<file path="src/rtl/crcse_pkg.sv">
// ----------------------------------------------------------------------------
// crcse_pkg
// Shared types and constants of the CRC-8 / CRC-16 byte stream engine.
// ----------------------------------------------------------------------------
package crcse_pkg;

  typedef enum logic {
    CRC_MODE_16 = 1'b0,
    CRC_MODE_8  = 1'b1
  } crc_mode_t;

  localparam logic [15:0] POLY16   = 16'h8005;
  localparam logic [7:0]  POLY8    = 8'h31;
  localparam logic [15:0] INIT16   = 16'hFFFF;
  localparam logic [7:0]  INIT8    = 8'hFF;
  localparam logic [15:0] XOROUT16 = 16'hFFFF;
  localparam logic [7:0]  XOROUT8  = 8'hFF;

  typedef struct packed {
    logic [7:0] data_byte;
    logic       first_byte;
    logic       last_byte;
  } msg_beat_t;

endpackage

</file>
<file path="src/rtl/crcse_msg_if.sv">
// ----------------------------------------------------------------------------
// crcse_msg_if
// Message byte channel: valid/ready handshake with byte and framing flags.
// ----------------------------------------------------------------------------
interface crcse_msg_if;
  logic       valid;
  logic       ready;
  logic [7:0] data_byte;
  logic       first_byte;
  logic       last_byte;

  modport source (output valid, output data_byte, output first_byte,
                  output last_byte, input ready);
  modport sink   (input valid, input data_byte, input first_byte,
                  input last_byte, output ready);
endinterface

</file>
<file path="src/rtl/crcse_crc_if.sv">
// ----------------------------------------------------------------------------
// crcse_crc_if
// Checksum result channel: valid/ready handshake with a 16-bit checksum.
// ----------------------------------------------------------------------------
interface crcse_crc_if;
  logic        valid;
  logic        ready;
  logic [15:0] crc_value;

  modport source (output valid, output crc_value, input ready);
  modport sink   (input valid, input crc_value, output ready);
endinterface

</file>
<file path="src/rtl/crcse_fold.sv">
// ----------------------------------------------------------------------------
// crcse_fold
// Folds one byte into the running remainder, MSB first, in either mode, and
// forms the final checksum after the output XOR.
// ----------------------------------------------------------------------------
module crcse_fold import crcse_pkg::*; (
  input  crc_mode_t   crc_mode,
  input  logic        first_byte,
  input  logic [15:0] remainder,
  input  logic [7:0]  data_byte,
  output logic [15:0] remainder_next,
  output logic [15:0] crc_value
);

  logic [15:0] r16;
  logic [7:0]  r8;

  always_comb begin
    r16 = (first_byte ? INIT16 : remainder) ^ {data_byte, 8'h00};
    r8  = (first_byte ? INIT8 : remainder[7:0]) ^ data_byte;
    for (int k = 0; k < 8; k++) begin
      r16 = r16[15] ? ({r16[14:0], 1'b0} ^ POLY16) : {r16[14:0], 1'b0};
      r8  = r8[7] ? ({r8[6:0], 1'b0} ^ POLY8) : {r8[6:0], 1'b0};
    end
    unique case (crc_mode)
      CRC_MODE_16: begin
        remainder_next = r16;
        crc_value      = r16 ^ XOROUT16;
      end
      CRC_MODE_8: begin
        // The upper byte is kept at zero in CRC-8 mode.
        remainder_next = {8'h00, r8};
        crc_value      = {8'h00, r8 ^ XOROUT8};
      end
      default: begin
        remainder_next = r16;
        crc_value      = r16 ^ XOROUT16;
      end
    endcase
  end

endmodule

</file>
<file path="src/rtl/crc8_crc16_stream_engine.sv">
// ----------------------------------------------------------------------------
// crc8_crc16_stream_engine
// Byte stream CRC engine, CRC-16 (poly 0x8005) or CRC-8 (poly 0x31).
// ----------------------------------------------------------------------------
// Result path: an accepted last beat moves from the input register into the
// result register; it waits in the input register while a previous result
// is still waiting for ready, and only then does the input stall.
// Throughput: otherwise one beat per cycle; the remainder update is a
// combinational XOR network between the input and remainder registers.
// Reset: remainder 0xFFFF, CRC-16 mode, both registers empty.
module crc8_crc16_stream_engine import crcse_pkg::*; (
  input  logic         clk,
  input  logic         rst,
  input  logic         cfg_we,
  input  logic         cfg_wdata,
  crcse_msg_if.sink    msg,
  crcse_crc_if.source  crc
);

  crc_mode_t   crc_mode;
  logic [15:0] remainder;
  logic [15:0] remainder_next;
  logic [15:0] fold_crc;
  logic        s1_valid;
  msg_beat_t   s1;
  logic        s1_go;
  logic        out_valid;
  logic [15:0] out_crc;

  // A last beat moves on only when the result register can take it.
  assign s1_go     = s1_valid && (!s1.last_byte || !out_valid || crc.ready);
  assign msg.ready = !s1_valid || s1_go;

  always_ff @(posedge clk) begin
    if (rst) begin
      crc_mode <= CRC_MODE_16;
    end else if (cfg_we) begin
      crc_mode <= crc_mode_t'(cfg_wdata);
    end
  end

  always_ff @(posedge clk) begin
    if (rst) begin
      s1_valid <= 1'b0;
    end else if (msg.ready) begin
      s1_valid <= msg.valid;
    end
  end

  always_ff @(posedge clk) begin
    if (msg.ready && msg.valid) begin
      s1.data_byte  <= msg.data_byte;
      s1.first_byte <= msg.first_byte;
      s1.last_byte  <= msg.last_byte;
    end
  end

  crcse_fold u_fold (
    .crc_mode       (crc_mode),
    .first_byte     (s1.first_byte),
    .remainder      (remainder),
    .data_byte      (s1.data_byte),
    .remainder_next (remainder_next),
    .crc_value      (fold_crc)
  );

  always_ff @(posedge clk) begin
    if (rst) begin
      remainder <= INIT16;
    end else if (s1_go) begin
      remainder <= remainder_next;
    end
  end

  always_ff @(posedge clk) begin
    if (rst) begin
      out_valid <= 1'b0;
    end else if (s1_go && s1.last_byte) begin
      out_valid <= 1'b1;
    end else if (crc.ready) begin
      out_valid <= 1'b0;
    end
  end

  always_ff @(posedge clk) begin
    if (s1_go && s1.last_byte) begin
      out_crc <= fold_crc;
    end
  end

  assign crc.valid     = out_valid;
  assign crc.crc_value = out_crc;

  a_last_waits: assert property (@(posedge clk) disable iff (rst)
    (s1_valid && s1.last_byte && out_valid && !crc.ready) |=> s1_valid)
    else $error("last beat left the input register while the result was stalled");

  a_result_loaded: assert property (@(posedge clk) disable iff (rst)
    (s1_go && s1.last_byte) |=> out_valid)
    else $error("finished checksum not presented");

  a_crc8_upper_zero: assert property (@(posedge clk) disable iff (rst)
    (s1_go && crc_mode == CRC_MODE_8) |=> (remainder[15:8] == 8'h00))
    else $error("CRC-8 update left upper remainder bits set");

  a_empty_accepts: assert property (@(posedge clk) disable iff (rst)
    !s1_valid |-> msg.ready)
    else $error("input refused while the input register is empty");

endmodule
</file>
<file path="src/flat_wrapper.sv">
// flat-port wrapper written by rule: the top's interface ports become plain ports
module crc8_crc16_stream_engine_flat import crcse_pkg::*;
  (clk, rst, cfg_we, cfg_wdata, msg_valid, msg_data_byte, msg_first_byte, msg_last_byte, msg_ready, crc_valid, crc_crc_value, crc_ready);
  crcse_msg_if msg_i ();
  crcse_crc_if crc_i ();
  input  logic clk;
  input  logic rst;
  input  logic cfg_we;
  input  logic cfg_wdata;
  input wire logic [$bits(msg_i.valid)-1:0] msg_valid;
  input wire logic [$bits(msg_i.data_byte)-1:0] msg_data_byte;
  input wire logic [$bits(msg_i.first_byte)-1:0] msg_first_byte;
  input wire logic [$bits(msg_i.last_byte)-1:0] msg_last_byte;
  output wire logic [$bits(msg_i.ready)-1:0] msg_ready;
  output wire logic [$bits(crc_i.valid)-1:0] crc_valid;
  output wire logic [$bits(crc_i.crc_value)-1:0] crc_crc_value;
  input wire logic [$bits(crc_i.ready)-1:0] crc_ready;
  assign msg_i.valid = msg_valid;
  assign msg_i.data_byte = msg_data_byte;
  assign msg_i.first_byte = msg_first_byte;
  assign msg_i.last_byte = msg_last_byte;
  assign msg_ready = msg_i.ready;
  assign crc_valid = crc_i.valid;
  assign crc_crc_value = crc_i.crc_value;
  assign crc_i.ready = crc_ready;
  crc8_crc16_stream_engine u_core (.clk(clk), .rst(rst), .cfg_we(cfg_we), .cfg_wdata(cfg_wdata), .msg(msg_i), .crc(crc_i));
endmodule
</file>
<file path="config.mk">
export PLATFORM = sky130hd
export DESIGN_NAME = crc8_crc16_stream_engine_flat
export DESIGN_NICKNAME = d
export VERILOG_FILES = /design/src/rtl/crcse_pkg.sv /design/src/rtl/crcse_msg_if.sv /design/src/rtl/crcse_crc_if.sv /design/src/rtl/crcse_fold.sv /design/src/rtl/crc8_crc16_stream_engine.sv /design/src/flat_wrapper.sv
export SDC_FILE = /design/constraint.sdc
export NUM_CORES = 1
export LEC_CHECK = 0
export BUFFER_PORTS_ARGS = -buffer_cell sky130_fd_sc_hd__clkbuf_2
export CORE_MARGIN = 10
export CORE_UTILIZATION = 47
export CTS_CLUSTER_SIZE = 24
export DETAILED_ROUTE_END_ITERATION = 6
export GPL_TIMING_DRIVEN = 0
export PLACE_DENSITY = 0.67
export REMOVE_ABC_BUFFERS = 1
export SETUP_SLACK_MARGIN = 0.02
export SLEW_MARGIN = 20
export SYNTH_ARGS = -nofsm -noshare
export SYNTH_HDL_FRONTEND = slang
export SYNTH_SLANG_ARGS = --single-unit
</file>
<file path="constraint.sdc">
create_clock -name clk -period 3.6 [get_ports clk]
set_input_delay 0.36 -clock clk [delete_from_list [all_inputs] [get_ports clk]]
set_output_delay 0.36 -clock clk [all_outputs]
set_load 0.005 [all_outputs]
</file>
Yosys cells after proc, flatten, opt, wreduce, memory -nomap -nowiden --
Index checks and enable logic that the tools add are counted. W data, S select, Z words.
Word-level totals: register bits 45, word-level logic and storage cells 61, output and inout port bits 18, input bits 16
Cells by class: bitwise operators 21, reductions and logical operators 10, multiplexer cells 22
Operator list (number):
- $mux W16 | 9
- $pmux W16 S2 | 2
- $mux W6 | 8
- $not A3 Y3 | 16
- $not A16 Y16 | 1
- $xor A16 B16 Y16 | 1
- $mux W8 | 1
- $not A8 Y8 | 1
- $xor A8 B8 Y8 | 1
- $logic_and A1 B1 Y1 | 3
- $logic_not A1 Y1 | 3
- $logic_or A1 B1 Y1 | 3
- $mux W1 | 2
- $reduce_bool A2 Y1 | 1
- $not A1 Y1 | 1

Logic depth before layout (Yosys ltp) --
depth after elaboration 20, mapped depth 8, depth with buffers taken out 6

By module --
From an unflattened synthesis, not the netlist that was laid out.
Second synthesis, totals: cells, all modules 219, area, all modules 2369.8 um^2
By module, submodules not included:
- crc8_crc16_stream_engine | area each 1511.4 um^2, instances 1, seq. area each 1161.1 um^2, cells an instance 94
- crcse_fold | area each 858.3 um^2, instances 1, seq. area each 0.0 um^2, cells an instance 125

Worst setup path after synthesis --
Ideal clock, no wire load.
path type flip-flop to flip-flop, start point register, netlist name u_core.s1[5], end point register u_core.out_crc[0], in the netlist u_core.crc.crc_value[0], data pin, required time 3.341 ns, path buffers 1, setup slack 1.342 ns, clock period less this slack 2.258 ns, arrival 1.999 ns, library setup time 0.259 ns, cell stages (with the launch flop) 8, cell sequence edfxtp_1 > buf_2 > xor2_1 > a21oi_1 > a211oi_4 > o2111a_1 > or4_4 > or2_1
On the way: longest elaborated chain between the ends 12, elaborated cells between the ends (all ways) 20, classes of those cells mux: 13; bitwise: 7
RTL lines:
- $xor A16 B16 Y16 | line crcse_fold.sv:19 | r16 = (first_byte ? INIT16 : remainder) ^ {data_byte, 8'h00};
- $mux W16 (3 in a row) | line crcse_fold.sv:22 | r16 = r16[15] ? ({r16[14:0], 1'b0} ^ POLY16) : {r16[14:0], 1'b0};
- $not A3 Y3 (no source line)
- $mux W16 (5 in a row) | line crcse_fold.sv:22
- $not A16 Y16 (no source line)
- $pmux W16 S2 * | line crcse_fold.sv:25 | unique case (crc_mode)
- net u_core.fold_crc[0] | line crc8_crc16_stream_engine.sv:23 | logic [15:0] fold_crc;
- end signal, assigned | line crc8_crc16_stream_engine.sv:87 | out_crc <= fold_crc;
- end, declared | line crc8_crc16_stream_engine.sv:28 | logic [15:0] out_crc;
Mark *: on every way through the listed nets, which the timed path passes. The rest lies on a longest branch. A chain may end at the register's enable or synchronous reset.

Worst setup path in the final report --
start point register, netlist name u_core.s1[1], end point register u_core.out_crc[0], in the netlist u_core.crc.crc_value[0], data pin
On the way: longest elaborated chain between the ends 13, elaborated cells between the ends (all ways) 32, classes of those cells mux: 17; bitwise: 15
RTL lines (line):
- $mux W16 | crcse_fold.sv:19
- $xor A16 B16 Y16 | crcse_fold.sv:19
- $mux W16 / $not A3 Y3 (equally long branches) (6 in a row)
- $not A3 Y3 (no source line) / $mux W16 (equally long branches)
- $mux W16 (2 in a row) | crcse_fold.sv:22
- $not A16 Y16 (no source line)
- $pmux W16 S2 * | crcse_fold.sv:25
- net u_core.fold_crc[0] | crc8_crc16_stream_engine.sv:23
Marked as above.

==> flow_summary.ini <==
[outcome]
status = completed

[setup_path]
cp.depth = 6
max_stage_delay_ps = 700
crit_arrival_ps = 2790
start_kind = flop
cp_max_fo = 17
timing_worst_setup_path_type = reg -> reg
cpLargestDelayFamily = simple AND/OR/NAND/NOR gates
crit_chain = inv_1 > a21oi_1 > a211oi_4 > o2111a_1 > or4_4 > or2_1
critPathCaptureType = flop
crit_buf_inv = 1
worstPathRequired_ps = 3660
reg2reg_depth = 6
crit_path_top_delay_cell = edfxtp_1

[timing]
min_period_ps = 2730
layout_setup_ws_ps = 870
finalCritPeriodShare_pct = 75.8
setup_viol = 0
fin_tns_setup_ps = 0
fmax_mhz = 366
finalMaxSlewViolations = 0
worst_slew_pin_slew_ps = 947
maxSlewHeadroom_pct = 36.6
rsz0062_at_grt = no
skew_ps = 5.21
finalHoldViolCount = 0

[clock_network]
cts_resized = 0
insertion_delay_ps = 300
htreeDepth = 2
hold_buffers = 0
cts_tree = yes
cts-buffers-inserted = 5
clk_pin_slew_worst_paths_ps = 80
cts_setup_buffers = 0
root_buffer = clkbuf_8
cts.sinks = 45
cts_buffer_depth = 2

[yosys]
synth_top_area_share_pct = 31.5
synth_area_leader_cell = edfxtp_1
synth_seq_area_share_pct = 46.8
ys_seq_elements = 45
synth_edf_count = 26
async_reset_ff_share_pct = 0
yosysWarnings = 0
synth_area_leaders = edfxtp_1 (31%), dfxtp_1 (15%), xnor2_1 (11%)
synth_ff_type = edfxtp_1
post_synth_inst_count = 241
synthesis.area_um2 = 2480
yosys.cell_types.count = 48
syn_avg_cell_area_um2 = 10.3

[layout]
layout_common_cells = clkbuf_2 (33), xnor2_1 (31), edfxtp_1 (26), nor2_1 (24), dfxtp_1 (18)
fin_cells = 340
final_common_cell = clkbuf_2
area_growth_pct = 12.5
drive_above_1_share_pct = 18.9
fin_area_um2 = 2790
diodes = 0
layout.nets = 285

[pwr]
total_power_uw = 1280
ir_drop_uv = 232
p_per_area_nw_per_um2 = 459
leakagePower_uw = 0.00105

[floorplanning]
die_h_um = 92.7
rows = 26
initial_core_util_pct = 48.6
die_area_um2 = 8590
fp.dieW_um = 92.7
core_area_um2 = 5110
pin_count = 34

[grt]
grt_first_pass_wirelength_um = 9020
grt_antenna_before_repair = 0
grt_use_total_pct = 12.9
grt_max_degree = 39
grt_pass1_vias = 1825
overflow = 0

[detailed_routing]
wl_per_cell_um = 15.2
drt_iter0_markers = 111
drc = 0
first_pass_iters = 6
vias = 1815
ant_nets = 0
routed_via_density = 5.34
wirelength_um = 5160

[placement]
post-dp-hpwl_um = 3800
gp_congestion = 0.875
port_buffers = 33
place_area_um2 = 2680
numPlacedInstances = 331
place_ws_ps = 294

[job]
cap_violations = 0

[worst_hold_path]
worstHoldPathType = in -> reg
min_delay_path_depth = 1
cells in the mapped netlist, types with 2 or more instances:
master	instances
o311ai_0	5
nor3_1	8
xnor2_1	31
o211ai_1	7
a21o_1	3
nand3_1	3
xor2_1	16
nor4_1	2
a21oi_1	15
mux2i_1	2
nor3_2	2
nor2_1	24
o21ai_1	3
buf_2	6
a211oi_4	2
inv_1	3
edfxtp_1	26
or3_1	6
o21ai_0	6
nand2_1	16
clkbuf_1	6
a221o_1	3
o21a_1	2
xnor3_1	2
dfxtp_1	19
routing by layer:
metal / wire length, um / global-route usage [%]
met1: 2440 / 17.4
met2: 2360 / 19.5
met3: 268 / 3.31
met4: 87 / 4.37
met5: 0 / 0
layout make-up:
class                   instances  area (um^2)
clock buffers                   7         96.3
well taps                      70         87.6
fillers                       468         2310
multi-input cells             179         1250
clock inverters                 1         5.00
inverters                       4         15.0
repair buffers                 34          176
flip-flops and latches         45         1160
final timing paths:
| path | start | to | slack [ps] |
|---|---|---|---|
| setup reg to reg | u_core.s1[1]$_DFFE_PP_ | u_core.crc.crc_value[0]$_DFFE_PP_ | 870 |
| hold reg to reg | u_core.remainder[8]$_SDFFE_PP1P_ | u_core.remainder[8]$_SDFFE_PP1P_ | 530 |
| hold / removal | msg_last_byte | u_core.s1[0]$_DFFE_PP_ | 230 |
| setup / recovery | u_core.s1[1]$_DFFE_PP_ | u_core.crc.crc_value[0]$_DFFE_PP_ | 870 |
registers in the layout (all words and copies together) (netlist names):
register              cells
u_core.s1                10
u_core.remainder         16
u_core.crc.valid          1
u_core.crc_mode           1
u_core.crc.crc_value     16
u_core.s1_valid           1
metrics by stage:
stage,utilization (%),hold slack (ps)
floorplan,-,429
global placement,52.4,501
detailed placement,52.5,503
CTS,54.5,223
global route,54.7,222
finish,54.7,229
kinds of logic after synthesis:
logic type,Yosys count,share of synthesized area [%]
flops,45,46.8
simple gates,72,14.5
mux,2,0.806
compound gates,56,16.7
xor+xnor,49,18.4
buf+inv,17,2.87
where the power goes:
group	total, uW	switching, uW	internal [uW]
Sequential	629	42.7	586
Combinational	310	165	145
Clock	344	170	174
Total	1280	378	905
Note: power is estimated with default switching activity, not from simulation.
